File: config.mk
export PLATFORM = sky130hd
export DESIGN_NAME = throw_state_classifier
export DESIGN_NICKNAME = d
export VERILOG_FILES = /design/src/sv/tsc_pkg.sv /design/src/sv/throw_state_classifier.sv /design/src/sv/tsc_front.sv /design/src/sv/tsc_fifo.sv /design/src/sv/tsc_back.sv
export SDC_FILE = /design/constraint.sdc
export NUM_CORES = 1
export LEC_CHECK = 0
export BUFFER_PORTS_ARGS = -buffer_cell sky130_fd_sc_hd__buf_2
export CAP_MARGIN = 20
export CORE_UTILIZATION = 50
export DETAILED_ROUTE_END_ITERATION = 10
export MAX_ROUTING_LAYER = met4
export PLACE_DENSITY = 0.68
export SLEW_MARGIN = 40
export SYNTH_ARGS = -nofsm -noshare
export SYNTH_HDL_FRONTEND = slang
export SYNTH_SLANG_ARGS = --single-unit
File: constraint.sdc
create_clock -name clk -period 4.1 [get_ports clk]
set_clock_uncertainty 0.2 [all_clocks]
set_input_delay 0 -clock clk [delete_from_list [all_inputs] [get_ports clk]]
set_output_delay 0 -clock clk [all_outputs]
set_load 0.03 [all_outputs]
File: src/sv/tsc_pkg.sv
package tsc_pkg;

	// motion state codes, also the result code
	typedef enum logic [2:0] {
		ST_NONE     = 3'd0,
		ST_FLAT     = 3'd1,
		ST_SINGLE   = 3'd2,
		ST_DOUBLE   = 3'd3,
		ST_SEMIFLAT = 3'd4,
		ST_LOFTIE   = 3'd5
	} motion_t;

	// configuration register indexes
	typedef enum logic [2:0] {
		REG_FLAT_ENTER  = 3'd0,
		REG_FLAT_STAY   = 3'd1,
		REG_THROW_ENTER = 3'd2,
		REG_THROW_HOLD  = 3'd3,
		REG_DIFF        = 3'd4,
		REG_SEMIFLAT    = 3'd5,
		REG_LOFTIE      = 3'd6,
		REG_SINGLE      = 3'd7
	} reg_idx_t;

	localparam int unsigned LEVEL_W = 16;
	localparam int unsigned MAG_W   = LEVEL_W + 1;

	localparam logic [LEVEL_W-1:0] FLAT_ENTER_RST  = 16'd80;
	localparam logic [LEVEL_W-1:0] FLAT_STAY_RST   = 16'd200;
	localparam logic [LEVEL_W-1:0] THROW_ENTER_RST = 16'd80;
	localparam logic [LEVEL_W-1:0] THROW_HOLD_RST  = 16'd200;
	localparam logic [LEVEL_W-1:0] DIFF_RST        = 16'd800;
	localparam logic [LEVEL_W-1:0] SEMIFLAT_RST    = 16'd200;
	localparam logic [LEVEL_W-1:0] LOFTIE_RST      = 16'd1200;
	localparam logic [LEVEL_W-1:0] SINGLE_RST      = 16'd2500;

	typedef struct packed {
		logic [LEVEL_W-1:0] flat_enter;
		logic [LEVEL_W-1:0] flat_stay;
		logic [LEVEL_W-1:0] throw_enter;
		logic [LEVEL_W-1:0] throw_hold;
		logic [LEVEL_W-1:0] diff;
		logic [LEVEL_W-1:0] semiflat;
		logic [LEVEL_W-1:0] loftie;
		logic [LEVEL_W-1:0] single;
	} cfg_t;

	// state-independent decisions for one sample
	typedef struct packed {
		logic    below_flat_enter;
		logic    below_flat_stay;
		logic    below_throw_enter;
		logic    below_throw_hold;
		logic    diff_over;
		motion_t throw_kind;
	} flags_t;

endpackage

File: src/sv/throw_state_classifier.sv
// throw state classifier: takes one imu sample per item (raw and linear
// acceleration, three axes each, signed, 0.01 m/s^2 units) and tracks the
// motion state: none, flat, or a throw sorted by the x magnitude into
// semi-flat, loftie, single or double; flat and throw detection both use
// hysteresis. a result item is produced only when the state changes, so
// most samples give no result. one item is accepted per clock while full
// is low: the front end compares the sample against the thresholds in the
// cycle it is pushed and writes the outcome into a small flags queue
// (QUEUE_DEPTH entries plus a registered head); the back end applies the
// state update to one queued entry per cycle unless a change waits on a
// held result, and loads a changed state into the result register, so an
// outcome passes the head register, then the result register. full rises
// only when the consumer holds back results long enough to fill the queue.
// thresholds must be written through cfg_wen/cfg_index/cfg_data only while
// idle (unenforced); all eight indexes are valid and there is no read-back.
module throw_state_classifier #(
	parameter int unsigned QUEUE_DEPTH = 4
) (
	input  logic               clk,
	input  logic               arst_n,
	// configuration write port
	input  logic               cfg_wen,
	input  logic [2:0]         cfg_index,
	input  logic [15:0]        cfg_data,
	// sample input
	input  logic               push,
	output logic               full,
	input  logic signed [15:0] accel_x,
	input  logic signed [15:0] accel_y,
	input  logic signed [15:0] accel_z,
	input  logic signed [15:0] lin_accel_x,
	input  logic signed [15:0] lin_accel_y,
	input  logic signed [15:0] lin_accel_z,
	// result output
	output logic               empty,
	input  logic               pop,
	output logic [2:0]         motion_state
);

	tsc_pkg::cfg_t    cfg_q;
	tsc_pkg::flags_t  front_flags, q_flags;
	logic             q_empty, q_pop, q_full;
	tsc_pkg::motion_t cur_state;

	// threshold registers
	always_ff @(posedge clk or negedge arst_n) begin
		if (!arst_n) begin
			cfg_q.flat_enter  <= tsc_pkg::FLAT_ENTER_RST;
			cfg_q.flat_stay   <= tsc_pkg::FLAT_STAY_RST;
			cfg_q.throw_enter <= tsc_pkg::THROW_ENTER_RST;
			cfg_q.throw_hold  <= tsc_pkg::THROW_HOLD_RST;
			cfg_q.diff        <= tsc_pkg::DIFF_RST;
			cfg_q.semiflat    <= tsc_pkg::SEMIFLAT_RST;
			cfg_q.loftie      <= tsc_pkg::LOFTIE_RST;
			cfg_q.single      <= tsc_pkg::SINGLE_RST;
		end else if (cfg_wen) begin
			unique case (tsc_pkg::reg_idx_t'(cfg_index))
				tsc_pkg::REG_FLAT_ENTER:  cfg_q.flat_enter  <= cfg_data;
				tsc_pkg::REG_FLAT_STAY:   cfg_q.flat_stay   <= cfg_data;
				tsc_pkg::REG_THROW_ENTER: cfg_q.throw_enter <= cfg_data;
				tsc_pkg::REG_THROW_HOLD:  cfg_q.throw_hold  <= cfg_data;
				tsc_pkg::REG_DIFF:        cfg_q.diff        <= cfg_data;
				tsc_pkg::REG_SEMIFLAT:    cfg_q.semiflat    <= cfg_data;
				tsc_pkg::REG_LOFTIE:      cfg_q.loftie      <= cfg_data;
				tsc_pkg::REG_SINGLE:      cfg_q.single      <= cfg_data;
				default:                  cfg_q             <= cfg_q;
			endcase
		end
	end

	// front end: magnitudes, maxima and threshold compares
	tsc_front u_front (
		.cfg         (cfg_q),
		.accel_x     (accel_x),
		.accel_y     (accel_y),
		.accel_z     (accel_z),
		.lin_accel_x (lin_accel_x),
		.lin_accel_y (lin_accel_y),
		.lin_accel_z (lin_accel_z),
		.flags       (front_flags)
	);

	// decoupling queue between front and back
	tsc_fifo #(
		.DEPTH (QUEUE_DEPTH)
	) u_fifo (
		.clk    (clk),
		.arst_n (arst_n),
		.push   (push && !q_full),
		.din    (front_flags),
		.full   (q_full),
		.pop    (q_pop),
		.dout   (q_flags),
		.empty  (q_empty)
	);

	assign full = q_full;

	// back end: hysteresis state update and result register
	tsc_back u_back (
		.clk          (clk),
		.arst_n       (arst_n),
		.flags        (q_flags),
		.flags_empty  (q_empty),
		.flags_pop    (q_pop),
		.cur_state    (cur_state),
		.motion_state (motion_state),
		.empty        (empty),
		.pop          (pop)
	);

	// a freshly shown result is the state the back end just moved to
	a_result_is_state: assert property (@(posedge clk) disable iff (!arst_n)
		$rose(!empty) |-> (motion_state == cur_state))
		else $error("new result differs from tracked state");

	// the queue only fills while its head is held
	a_full_has_head: assert property (@(posedge clk) disable iff (!arst_n)
		q_full |-> !q_empty)
		else $error("queue full with no head entry");

	// a change is never dropped: the back end stalls while the result is held
	a_no_overwrite: assert property (@(posedge clk) disable iff (!arst_n)
		(!empty && !pop && !q_empty && (q_pop == 1'b1)) |=> !empty)
		else $error("result register lost its item");

endmodule

File: src/sv/tsc_front.sv
module tsc_front (
	input  tsc_pkg::cfg_t             cfg,
	input  logic signed [15:0]        accel_x,
	input  logic signed [15:0]        accel_y,
	input  logic signed [15:0]        accel_z,
	input  logic signed [15:0]        lin_accel_x,
	input  logic signed [15:0]        lin_accel_y,
	input  logic signed [15:0]        lin_accel_z,
	output tsc_pkg::flags_t           flags
);

	function automatic logic [tsc_pkg::MAG_W-1:0] mag(input logic signed [15:0] v);
		logic [tsc_pkg::MAG_W-1:0] ext;
		ext = {v[15], v};
		return v[15] ? (~ext + tsc_pkg::MAG_W'(1)) : ext;
	endfunction

	logic [tsc_pkg::MAG_W-1:0] ax, ay, az, lx, ly, lz;
	logic [tsc_pkg::MAG_W-1:0] yz, all_max, lxy, lin, diff;

	always_comb begin
		ax = mag(accel_x);
		ay = mag(accel_y);
		az = mag(accel_z);
		lx = mag(lin_accel_x);
		ly = mag(lin_accel_y);
		lz = mag(lin_accel_z);
		yz = (ay > az) ? ay : az;
		all_max = (yz > ax) ? yz : ax;
		lxy = (lx > ly) ? lx : ly;
		lin = (lxy > lz) ? lxy : lz;
		diff = (yz >= lin) ? (yz - lin) : (lin - yz);

		flags.below_flat_enter  = all_max < {1'b0, cfg.flat_enter};
		flags.below_flat_stay   = all_max < {1'b0, cfg.flat_stay};
		flags.below_throw_enter = yz < {1'b0, cfg.throw_enter};
		flags.below_throw_hold  = yz < {1'b0, cfg.throw_hold};
		flags.diff_over         = diff > {1'b0, cfg.diff};

		priority if (ax < {1'b0, cfg.semiflat}) begin
			flags.throw_kind = tsc_pkg::ST_SEMIFLAT;
		end else if (ax < {1'b0, cfg.loftie}) begin
			flags.throw_kind = tsc_pkg::ST_LOFTIE;
		end else if (ax < {1'b0, cfg.single}) begin
			flags.throw_kind = tsc_pkg::ST_SINGLE;
		end else begin
			flags.throw_kind = tsc_pkg::ST_DOUBLE;
		end
	end

endmodule

File: src/sv/tsc_fifo.sv
module tsc_fifo #(
	parameter int unsigned DEPTH = 4
) (
	input  logic             clk,
	input  logic             arst_n,
	input  logic             push,
	input  tsc_pkg::flags_t  din,
	output logic             full,
	input  logic             pop,
	output tsc_pkg::flags_t  dout,
	output logic             empty
);

	localparam int unsigned PTR_W = (DEPTH > 1) ? $clog2(DEPTH) : 1;
	localparam int unsigned CNT_W = $clog2(DEPTH + 1);

	tsc_pkg::flags_t mem [DEPTH];
	logic [PTR_W-1:0] wr_ptr_q, rd_ptr_q;
	logic [CNT_W-1:0] cnt_q;
	logic             head_valid_q;
	tsc_pkg::flags_t  head_q;

	logic load, take_mem, bypass, mem_wr;

	function automatic logic [PTR_W-1:0] nxt(input logic [PTR_W-1:0] p);
		return (p == PTR_W'(DEPTH - 1)) ? '0 : p + PTR_W'(1);
	endfunction

	always_comb begin
		load     = !head_valid_q || pop;
		take_mem = load && (cnt_q != '0);
		bypass   = load && (cnt_q == '0) && push;
		mem_wr   = push && !bypass;
	end

	assign full  = (cnt_q == CNT_W'(DEPTH));
	assign empty = !head_valid_q;
	assign dout  = head_q;

	always_ff @(posedge clk or negedge arst_n) begin
		if (!arst_n) begin
			wr_ptr_q     <= '0;
			rd_ptr_q     <= '0;
			cnt_q        <= '0;
			head_valid_q <= 1'b0;
		end else begin
			if (mem_wr) wr_ptr_q <= nxt(wr_ptr_q);
			if (take_mem) rd_ptr_q <= nxt(rd_ptr_q);
			if (mem_wr && !take_mem) cnt_q <= cnt_q + CNT_W'(1);
			else if (take_mem && !mem_wr) cnt_q <= cnt_q - CNT_W'(1);
			if (load) head_valid_q <= take_mem || bypass;
		end
	end

	always_ff @(posedge clk) begin
		if (mem_wr) mem[wr_ptr_q] <= din;
		if (take_mem) head_q <= mem[rd_ptr_q];
		else if (bypass) head_q <= din;
	end

endmodule

File: src/sv/tsc_back.sv
module tsc_back (
	input  logic              clk,
	input  logic              arst_n,
	input  tsc_pkg::flags_t   flags,
	input  logic              flags_empty,
	output logic              flags_pop,
	output tsc_pkg::motion_t  cur_state,
	output logic [2:0]        motion_state,
	output logic              empty,
	input  logic              pop
);

	tsc_pkg::motion_t state_q, out_q, nxt_state;
	logic             out_valid_q;
	logic             throwing_now, flat, throwing, change, slot_free;

	always_comb begin
		flat = (state_q == tsc_pkg::ST_FLAT) ? flags.below_flat_stay
		                                     : flags.below_flat_enter;
		throwing_now = (state_q != tsc_pkg::ST_NONE) && (state_q != tsc_pkg::ST_FLAT);
		throwing = throwing_now ? flags.below_throw_hold
		                        : (flags.below_throw_enter && flags.diff_over);
		priority if (flat) begin
			nxt_state = tsc_pkg::ST_FLAT;
		end else if (throwing) begin
			nxt_state = flags.throw_kind;
		end else begin
			nxt_state = tsc_pkg::ST_NONE;
		end
		change    = nxt_state != state_q;
		slot_free = !out_valid_q || pop;
		flags_pop = !flags_empty && (!change || slot_free);
	end

	assign cur_state    = state_q;
	assign motion_state = out_q;
	assign empty        = !out_valid_q;

	always_ff @(posedge clk or negedge arst_n) begin
		if (!arst_n) begin
			state_q     <= tsc_pkg::ST_NONE;
			out_valid_q <= 1'b0;
		end else begin
			if (flags_pop) state_q <= nxt_state;
			if (flags_pop && change) out_valid_q <= 1'b1;
			else if (pop) out_valid_q <= 1'b0;
		end
	end

	always_ff @(posedge clk) begin
		if (flags_pop && change) out_q <= nxt_state;
	end

endmodule

# Word level (Yosys, flattened, before mapping)
# Memory sizes are Yosys's and may differ from the RTL's.
# Cells that the tools add are included.
# op_classes
add_sub_neg	12
order_cmp	13
n_eq_ne	13
muxes	28
n_bitwise	6
reduce_logical	37
# ops
operator	count
17-bit 2-to-1 mux	11
17-bit by 16-bit < comparator with 1-bit output	7
17-bit by 1-bit adder with 17-bit output (second input constant)	6
17-bit inverter	6
17-bit > comparator	4
17-bit subtractor	2
3-bit 2-to-1 mux	6
17-bit >= comparator	1
17-bit by 16-bit > comparator with 1-bit output	1
8-bit 2-to-1 mux	2
2-bit AND reduction	8
3-bit == test (second input constant)	5
1-bit logical AND	11
1-bit logical NOT	7
1-bit 2-to-1 mux	7
3-bit by 1-bit == test with 1-bit output (second input constant)	2
3-bit by 2-bit == test with 1-bit output (second input constant)	2
3-bit logical NOT	2
2-bit nonzero test	3
3-bit nonzero test	2
2-bit by 1-bit adder with 2-bit output (second input constant)	2
2-bit == test (second input constant)	2
1-bit logical OR	4
2-bit 2-to-1 mux	2
other kinds (4)	4
# totals
regBits	151
ram_bits	32
in_bits	120
output_inout_bits	5
word_cells	131
memories	1
# mem_list
memory	depth	word_bits	read_ports	rd_ports_with_merged_regs	write_ports	line_no	source
u_fifo.mem	4	8	1	0	1	tsc_fifo.sv:17	tsc_pkg::flags_t mem [DEPTH];

# Depth between registers and ports, before layout
# Gate-level depths: netlist of the first run.
# depth
word_depth	18
mapped_depth	48
ltp_nobuf	44

# By module
# From an unflattened synthesis of the first run, not the netlist that was laid out.
# unflattened
hier_cells	1677
hier_area_um2	16377.0
# modules_own_cells
module	n_inst	cells_each	area_each_um2	seq_area_each_um2
tsc_front	1	1243	8921.1	0.0
throw_state_classifier	1	280	4952.2	3234.4
tsc_fifo	1	110	2065.7	1401.3
tsc_back	1	44	437.9	190.2

# Worst setup path before layout of the first run
# Ideal clock, no wire load.
# synth_path
kind	input to register
startpoint	in lin_accel_y[1]
endpoint	reg u_fifo.head_q (netlist bit u_fifo.dout[3]), data pin
setup_time_ns	0.157
arrival_ns	8.994
required_ns	3.743
setup_slack_ns	-5.251
stages	43
path_buffers	5
cell_sequence	or3_4 or3_1 or3_4 nand2b_4 or4b_4 ha_1 a21o_1 a21oi_1 o21ai_0 a21oi_1 a31o_2 buf_2 clkbuf_1 a21oi_1 ha_1 nor2b_1 o21a_1 o211ai_1 [... 7 more ...] ha_1 buf_2 nand4_1 or3_1 o41ai_1 a221oi_1 nand2_2 mux2_2 a2111o_1 o2111a_1 ha_1 nand4_1 o21bai_1 a211o_1 a31o_2 nand2_1 a211oi_1 nor3_1
# synth_via
elab_chain_cells	12
word_cells_on_any_way	14
classes_between	add/sub (3); order compare (4); mux (6); bitwise (1)
# synth_rtl
item	line_no	source
start, declared	throw_state_classifier.sv:32	input logic signed [15:0] lin_accel_y,
17-bit inverter	tsc_front.sv:15	return v[15] ? (~ext + tsc_pkg::MAG_W'(1)) : ext;
17-bit by 1-bit adder with 17-bit output	tsc_front.sv:15	
17-bit 2-to-1 mux (*)	tsc_front.sv:15	
17-bit > comparator	tsc_front.sv:30	lxy = (lx > ly) ? lx : ly;
17-bit 2-to-1 mux (*)	tsc_front.sv:30	
17-bit > comparator	tsc_front.sv:31	lin = (lxy > lz) ? lxy : lz;
17-bit 2-to-1 mux (*)	tsc_front.sv:31	
17-bit subtractor / 17-bit >= comparator (equally long branches)	tsc_front.sv:32	diff = (yz >= lin) ? (yz - lin) : (lin - yz);
17-bit 2-to-1 mux (*)	tsc_front.sv:32	
17-bit by 16-bit > comparator with 1-bit output (*)	tsc_front.sv:38	flags.diff_over = diff > {1'b0, cfg.diff};
8-bit 2-to-1 mux (*)	tsc_fifo.sv:58	else if (bypass) head_q <= din;
8-bit 2-to-1 mux (*)	tsc_fifo.sv:57	if (take_mem) head_q <= mem[rd_ptr_q];
end signal, assigned	tsc_fifo.sv:57	
end signal, assigned	tsc_fifo.sv:58	
end, declared	tsc_fifo.sv:21	tsc_pkg::flags_t head_q;
# Every way passes the cells marked *; elsewhere a longest branch is shown, timed or not. The select of a mux whose other input is x is not followed.
# A chain may end at the register's enable or synchronous reset.

# Final worst setup path of the first run
# Same ends and word-level chain as after synthesis.

==> out/qor.yml, run 1 <==
drt:
  drc: 0
  wirelength_mm: 49.7
  ant_nets: 0
  drt_first_pass_iters: 5
  drt_iter0_drc: 846
  wl_per_cell_um: 18.0
  vias: 15300
  via_per_inst: 5.52
power:
  p_leak_nw: 11.0
  p_per_area_nw_per_um2: 495
  irDropWorstVdd_uv: 331
floorplan:
  rows: 65
  core_area_um2: 31700
  die_area_um2: 33100
  initial_core_util_pct: 51.0
  io_pins: 125
  fp.dieW_um: 182
  die_y_um: 182
final_layout:
  antennaDiodeCount: 0
  stdcell_area_um2: 22800
  drive_above_1_share_pct: 38.7
  nets: 2704
  stdcell_count: 2763
  area_growth_pct: 41.0
logic_synthesis:
  yosysTopAreaCellShare_pct: 18.0
  ys_warn_count: 0
  yosysSeqAreaShare_pct: 29.8
  async_reset_ff_share_pct: 76.5
  synthCells: 1763
  syn_area_um2: 16200
  yosys.area.top_type: "ha_1"
  synth_edf_count: 43
  yosys-top-cells-area: "ha_1 18%, dfrtp_1 18%, edfxtp_1 8.0%"
  ys_seq_elements: 183
  ys.flop_type: "dfrtp_1"
  ys_types: 74
  synth.avg_cell_area_um2: 9.18
hold_path:
  hold_class: "in -> reg"
global_route:
  grt_max_degree: 86
  grt_pass1_wl_mm: 79.0
  grt_usage_pct: 31.2
  antenna_found_initial: 0
  grt_pass1_vias: 15600
  grt.overflow.total: 0
clock_tree:
  cts.sink_count: 183
  clock_latency_ns: 0.45
  clockRootBuffer: "clkbuf_16"
  clk_pin_slew_ns: 0.07
  cts-buffers-inserted: 17
  htreeDepth: 4
  cts_buffer_depth: 2
  cts_tree: "yes"
placement:
  dpl.hpwl_mm: 38.5
  place.gp.congestion: 0.954
  postPlaceCellArea_um2: 20600
  place_inst: 2648
  portBuffers: 124
worst_setup_path:
  endpoint: "u_fifo.dout[3]"
  cp_max_fo: 10
  r2r-start: "u_back.cur_state[2]"
  setup.worst_path.start: "lin_accel_y[1]"
  critPathMaxStageDelay_ns: 0.52
  cp-start-kind: "primary input"
  cp.required_ns: 4.18
  crit_path_end_kind: "flip-flop"
  critPathSlowestCell: "or4b_4"
  reg2reg_to: "u_fifo.mem[3][4]"
  rrSetupSlack_ns: 0.67
  crit_top_cell: "or3_4"
  crit_type: "in -> reg"
  rr_worst_depth: 8
  cp.arrival_ns: 8.45
timing:
  fin_crit_sh_pct: 204
  rsz0062_at_grt: "yes"
  hold_violations: 0
  worst_slack_ns: -4.27
  slew_violations: 0
  period_minus_slack_ns: 8.37
  max-slew-margin-rel_pct: 58.2
  tightestPinTransition_ns: 0.627
  fmax_mhz: 120
  setup-violations-final: 25
outcome:
  status: "finished, violations left"
  violations: "setup timing"
run:
  cap_violations: 0
metrics by stage:
| stage | total power, mW | TNS (ns) | hold WS [ns] | setup slack, ns | utilization, % |
|---|---|---|---|---|---|
| 3_3_place_gp | 8.68 | -63.23 | -0.0868 | -4.77 | 64.8 |
| 5_1_grt | 12.1 | -57.07 | 0.233 | -4.56 | 71.9 |
| 3_5_place_dp | 8.88 | -66.62 | -0.0758 | -4.97 | 64.9 |
| 2_1_floorplan | 6.58 | -43.27 | -0.496 | -4.45 | - |
| 6_report | 11.3 | -50.89 | 0.215 | -4.27 | 71.9 |
| 4_1_cts | 11.0 | -49.15 | 0.0333 | -4.33 | 70.5 |
kinds of logic (layout without fill, tap and decap cells):
| group | after synthesis | after routing | share of synthesized area, % |
|---|---|---|---|
| AO/OA/AOI/OAI | 420 | 420 | 16.4 |
| XOR/XNOR | 93 | 93 | 5.03 |
| adder cells (fa/ha/maj) | 236 | 236 | 18.4 |
| buffers and inverters | 270 | 860 | 6.35 |
| flip-flops | 183 | 183 | 29.8 |
| multiplexers | 159 | 159 | 11.4 |
| other | 2 | 10 | 0.0464 |
| AND/OR/NAND/NOR | 400 | 400 | 12.5 |
layout by cell type, fill, tap and decap left out, types with 49 or more instances in the layout:
cell	instances
a21o_1	49
a21oi_1	67
buf_2	119
buf_4	425
dfrtp_1	115
ha_1	206
inv_1	201
mux2_2	92
nand2_1	150
o21ai_0	122
xor2_1	53
Yosys cell counts, drive strengths merged (13+ instances only):
cell and n:
dfstp 25, nor2 48, nor3 25, o21ai 145
a21o 49, buf 13, edfxtp 43, o41ai 15
or3 21, nand4 36, nand2 155, xor2 59
mux2 114, o31ai 24, xnor2 34, clkbuf 42
nor2b 21, a311oi 15, nand2b 25, inv 215
nand3 18, a21oi 83, dfrtp 115, mux2i 37
ha 233, a31oi 14
worst max-delay path, delay by kind of cell:
family / cells / cell delay (ns)
AO/OA/AOI/OAI: 17 / 3.17
AND/OR/NAND/NOR: 13 / 3.06
adder cells (fa/ha/maj): 4 / 1.18
multiplexers: 2 / 0.62
buffers and inverters: 3 / 0.45
worst min-delay path by stage:
| stage | from | endpoint | slack (ns) | cells after the start |
|---|---|---|---|---|
| 5_1_grt | accel_x[0] | u_fifo.mem[0][7] | 0.23 | 6 |
| 6_report | pop | u_back.out_valid_q | 0.21 | 4 |
| 3_3_place_gp | arst_n | u_fifo.cnt_q[0] | -0.09 | 1 |
| 4_1_cts | arst_n | u_fifo.rd_ptr_q[0] | 0.03 | 2 |
| 3_5_place_dp | arst_n | u_fifo.cnt_q[0] | -0.08 | 1 |
| 2_1_floorplan | arst_n | cfg_q[0] | -0.50 | 0 |
layer usage:
layer,GRT usage [%],part of all wire [%]
met5,-,0
met4,7.93,2.2
met3,3.85,4.5
met2,51.8,48
met1,40.4,45
report_power, final:
part           switching [mW]  total [mW]  internal [mW]
sequential              0.269        2.73           2.46
combinational            3.48        6.94           3.46
clock                   0.726        1.63          0.907
total                    4.47        11.3           6.83
cell type report:
class / count / area, um^2
multi-input combinational: 1318 / 11500
fill: 2314 / 8900
sequential: 183 / 4830
timing repair buffer: 613 / 4570
inverter: 215 / 826
tap: 402 / 503
clock buffer: 22 / 485
clock inverter: 10 / 91.3
registers in the layout (all words and copies together) (netlist names):
register,cells
u_fifo.rd_ptr_q,2
u_fifo.dout,8
cfg_q,128
u_back.out_valid_q,1
u_fifo.head_valid_q,1
u_back.motion_state,3
u_fifo.cnt_q,3
u_back.cur_state,3
u_fifo.mem,32
u_fifo.wr_ptr_q,2
what timing repair did:
| item | CTS | global route |
|---|---|---|
| resized for setup | 121 | 65 |
| hold buffers | 32 | 1 |
| pin swaps | 63 | 36 |
| setup buffers | 37 | 17 |
| endpoints found under the setup margin | 25 | 25 |
| gates cloned | 1 | 0 |
| endpoints found under the hold margin | 232 | 21 |
No activity file was read; power rests on OpenSTA's default activity.
==> run 2: changes to the inputs <==
--- a/config.mk
+++ b/config.mk
@@ -7,9 +7,10 @@
 export LEC_CHECK = 0
 export BUFFER_PORTS_ARGS = -buffer_cell sky130_fd_sc_hd__buf_2
 export CAP_MARGIN = 20
+export CORE_MARGIN = 3
 export CORE_UTILIZATION = 50
+export CTS_CLUSTER_SIZE = 10
 export DETAILED_ROUTE_END_ITERATION = 10
-export MAX_ROUTING_LAYER = met4
 export PLACE_DENSITY = 0.68
 export SLEW_MARGIN = 40
 export SYNTH_ARGS = -nofsm -noshare
==> out/qor.yml, run 2 (synthesis gave the netlist of run 1 again) <==
hold_path:
  hold_depth: 4  # unchanged
  hold_start: "pop"
  hold_class: "in -> reg"
  min_to: "u_back.out_valid_q"
clock_tree:
  htreeDepth: 4  # unchanged
  cts-buffers-inserted: 17  # unchanged
  clockRootBuffer: "clkbuf_16"
  cts_buffer_depth: 2  # unchanged
  cts.sink_count: 183  # unchanged
  clk_pin_slew_ns: 0.07  # about the same
  clock_latency_ns: 0.45  # about the same
  cts_tree: "yes"
drt:
  wirelength_mm: 52.5  # +5.6%
  vias: 15900  # +4.2%
  drc: 0  # unchanged
  wl_per_cell_um: 18.9  # +4.9%
  drt_iter0_drc: 1029  # +22%
  via_per_inst: 5.71  # +3.5%
  drt_first_pass_iters: 6  # +1
  ant_nets: 0  # unchanged
run:
  cap_violations: 0  # unchanged
timing:
  fin_crit_sh_pct: 205  # +0.90 points
  rsz0062_at_grt: "yes"
  hold_violations: 0  # unchanged
  slew_violations: 0  # unchanged
  period_minus_slack_ns: 8.40  # +0.0369 ns
  setup-violations-final: 25  # unchanged
  tightestPinTransition_ns: 0.659  # +0.0328 ns
  worst_slack_ns: -4.30  # -0.0369 ns
  max-slew-margin-rel_pct: 55.8  # -2.5 points
  setup_tns_ns: -55.19  # -4.30 ns
  fmax_mhz: 119  # -0.44%
power:
  seq_power_share_pct: 23.6  # -0.5 points
  p_int_mw: 6.87  # +0.64%
  share_comb_of_total_power_pct: 62.2  # +0.8 points
  p_per_area_nw_per_um2: 498  # +0.55%
  p_clk_share_pct: 14.2  # -0.2 points
  irDropWorstVdd_uv: 351  # +5.8%
  switching_share_pct: 40.4  # +0.85 points
  switchingPower_mw: 4.67  # +4.3%
  p_leak_nw: 11.1  # +0.87%
worst_setup_path:
  critPathSlowestCell: "or4b_4"
  rrSetupSlack_ns: 0.60  # -0.07 ns
  cp.arrival_ns: 8.40  # -0.05 ns
  crit_top_cell: "buf_4"
  cp_max_fo: 8  # -2
  crit_buf_inv: 23  # +20
  cp-start-kind: "primary input"
  crit_path_end_kind: "flip-flop"
  path_delay_family: "buffers and inverters"
  crit_type: "in -> reg"
  cp.required_ns: 4.10  # -0.08 ns
  rr_worst_depth: 8  # unchanged
  r2r-start: "u_back.cur_state[2]"
  critPathMaxStageDelay_ns: 0.50  # -0.02 ns
  reg2reg_to: "u_fifo.mem[0][3]"
floorplan:
  core_area_um2: 31700  # unchanged
  rows: 65  # unchanged
  initial_core_util_pct: 51.0  # unchanged
  fp.dieW_um: 186  # +2.2%
  io_pins: 125  # unchanged
  die_y_um: 186  # +2.2%
  die_area_um2: 34600  # +4.4%
final_layout:
  drive_above_1_share_pct: 40.2  # +1.5 points
  top_register: "cfg_q"
  area_growth_pct: 43.1
  stdcell_count: 2783  # +0.72%
  layout_common_cells: "438 x buf_4, 200 x inv_1, 196 x ha_1, 150 x nand2_1, 118 x buf_2"
  final_common_cell: "buf_4"
  largest_reg_flops: 128  # unchanged
  n_fill_cell: 2211  # -4.5%
  antennaDiodeCount: 0  # unchanged
  nets: 2724  # +0.74%
  postLayoutCoreUtil_pct: 73.0  # +1.1 points
placement:
  portBuffers: 124  # unchanged
  dpl.hpwl_mm: 38.1  # -0.81%
  place_inst: 2650  # +0.076%
  place.gp.congestion: 0.957  # +0.33%
  pre_cts_slack_ns: -4.84  # +0.133 ns
global_route:
  grt_pass1_wl_mm: 80.3  # +1.6%
  grt_max_degree: 54  # -37%
  grt_usage_pct: 29.3  # -2.0 points
  grt_pass1_vias: 15800  # +1.4%
  grt.overflow.total: 0  # unchanged
  antenna_found_initial: 0  # unchanged
outcome:
  violations: "setup timing"
  status: "finished, violations left"
## run 2: stage by stage
stage	hold WS, ns	instance area, um^2	total power [mW]
finish	0.228	23200	11.5
global route	0.262	23200	12.3
CTS	0.177	22500	11.0
detailed placement	-0.172	20600	8.81
global placement	-0.178	20500	8.58
floorplan	-0.496	16700	6.58
## run 2: power by group through the flow
stage / registers [mW] / clock network (mW) / logic [mW]
CTS: 2.72 / 1.66 / 6.63
global placement: 2.73 / 0 / 5.85
global route: 2.78 / 1.74 / 7.81
floorplan: 2.66 / 0 / 3.92
finish: 2.72 / 1.64 / 7.18
detailed placement: 2.75 / 0 / 6.05
## run 2: how the worst max path moves through the flow
stage                              start              to  slack, ns  depth (start not counted)
after detailed placement  lin_accel_y[1]  u_fifo.dout[3]      -4.84                         43
after global routing      lin_accel_y[1]  u_fifo.dout[3]      -4.52                         43
after CTS                 lin_accel_y[1]  u_fifo.dout[3]      -4.19                         41
after floorplan           lin_accel_y[1]  u_fifo.dout[3]      -4.45                         42
final                     lin_accel_y[1]  u_fifo.dout[3]      -4.30                         48
after global placement    lin_accel_y[1]  u_fifo.dout[3]      -4.64                         39
## run 2: tightest hold or removal path, stage by stage
cell and delay (ns):
dlygate4sd3_1 0.52, buf_2 0.09, nor2_1 0.07, a21o_1 0.15
## run 2: layer usage
metal	wire length [um]	up-vias	part of all wire [%]	GRT usage (%)
met2	24900	608	47	48.8
met1	22000	7606	42	38.6
met5	0	-	0	0
met4	2270	0	4.3	10.8
li1	-	7532	-	-
met3	3300	152	6.3	4.61
## run 2: layout make-up
cell class | instances | area (um^2) | area share (%)
Tap cell | 402 | 503 | 2.17
Inverter | 215 | 825 | 3.56
Multi-Input combinational cell | 1319 | 11700 | 50.5
Timing Repair Buffer | 632 | 4740 | 20.5
Sequential cell | 183 | 4830 | 20.8
Clock buffer | 18 | 429 | 1.85
Clock inverter | 14 | 140 | 0.605
## run 2: what timing repair did
item,CTS,global route
gates resized for setup,115,122
pin swaps,65,66
hold endpoints to repair,236,0
hold buffers,36,0
endpoints found under the setup margin,25,25
gates cloned,1,1
buffers inserted,51,24
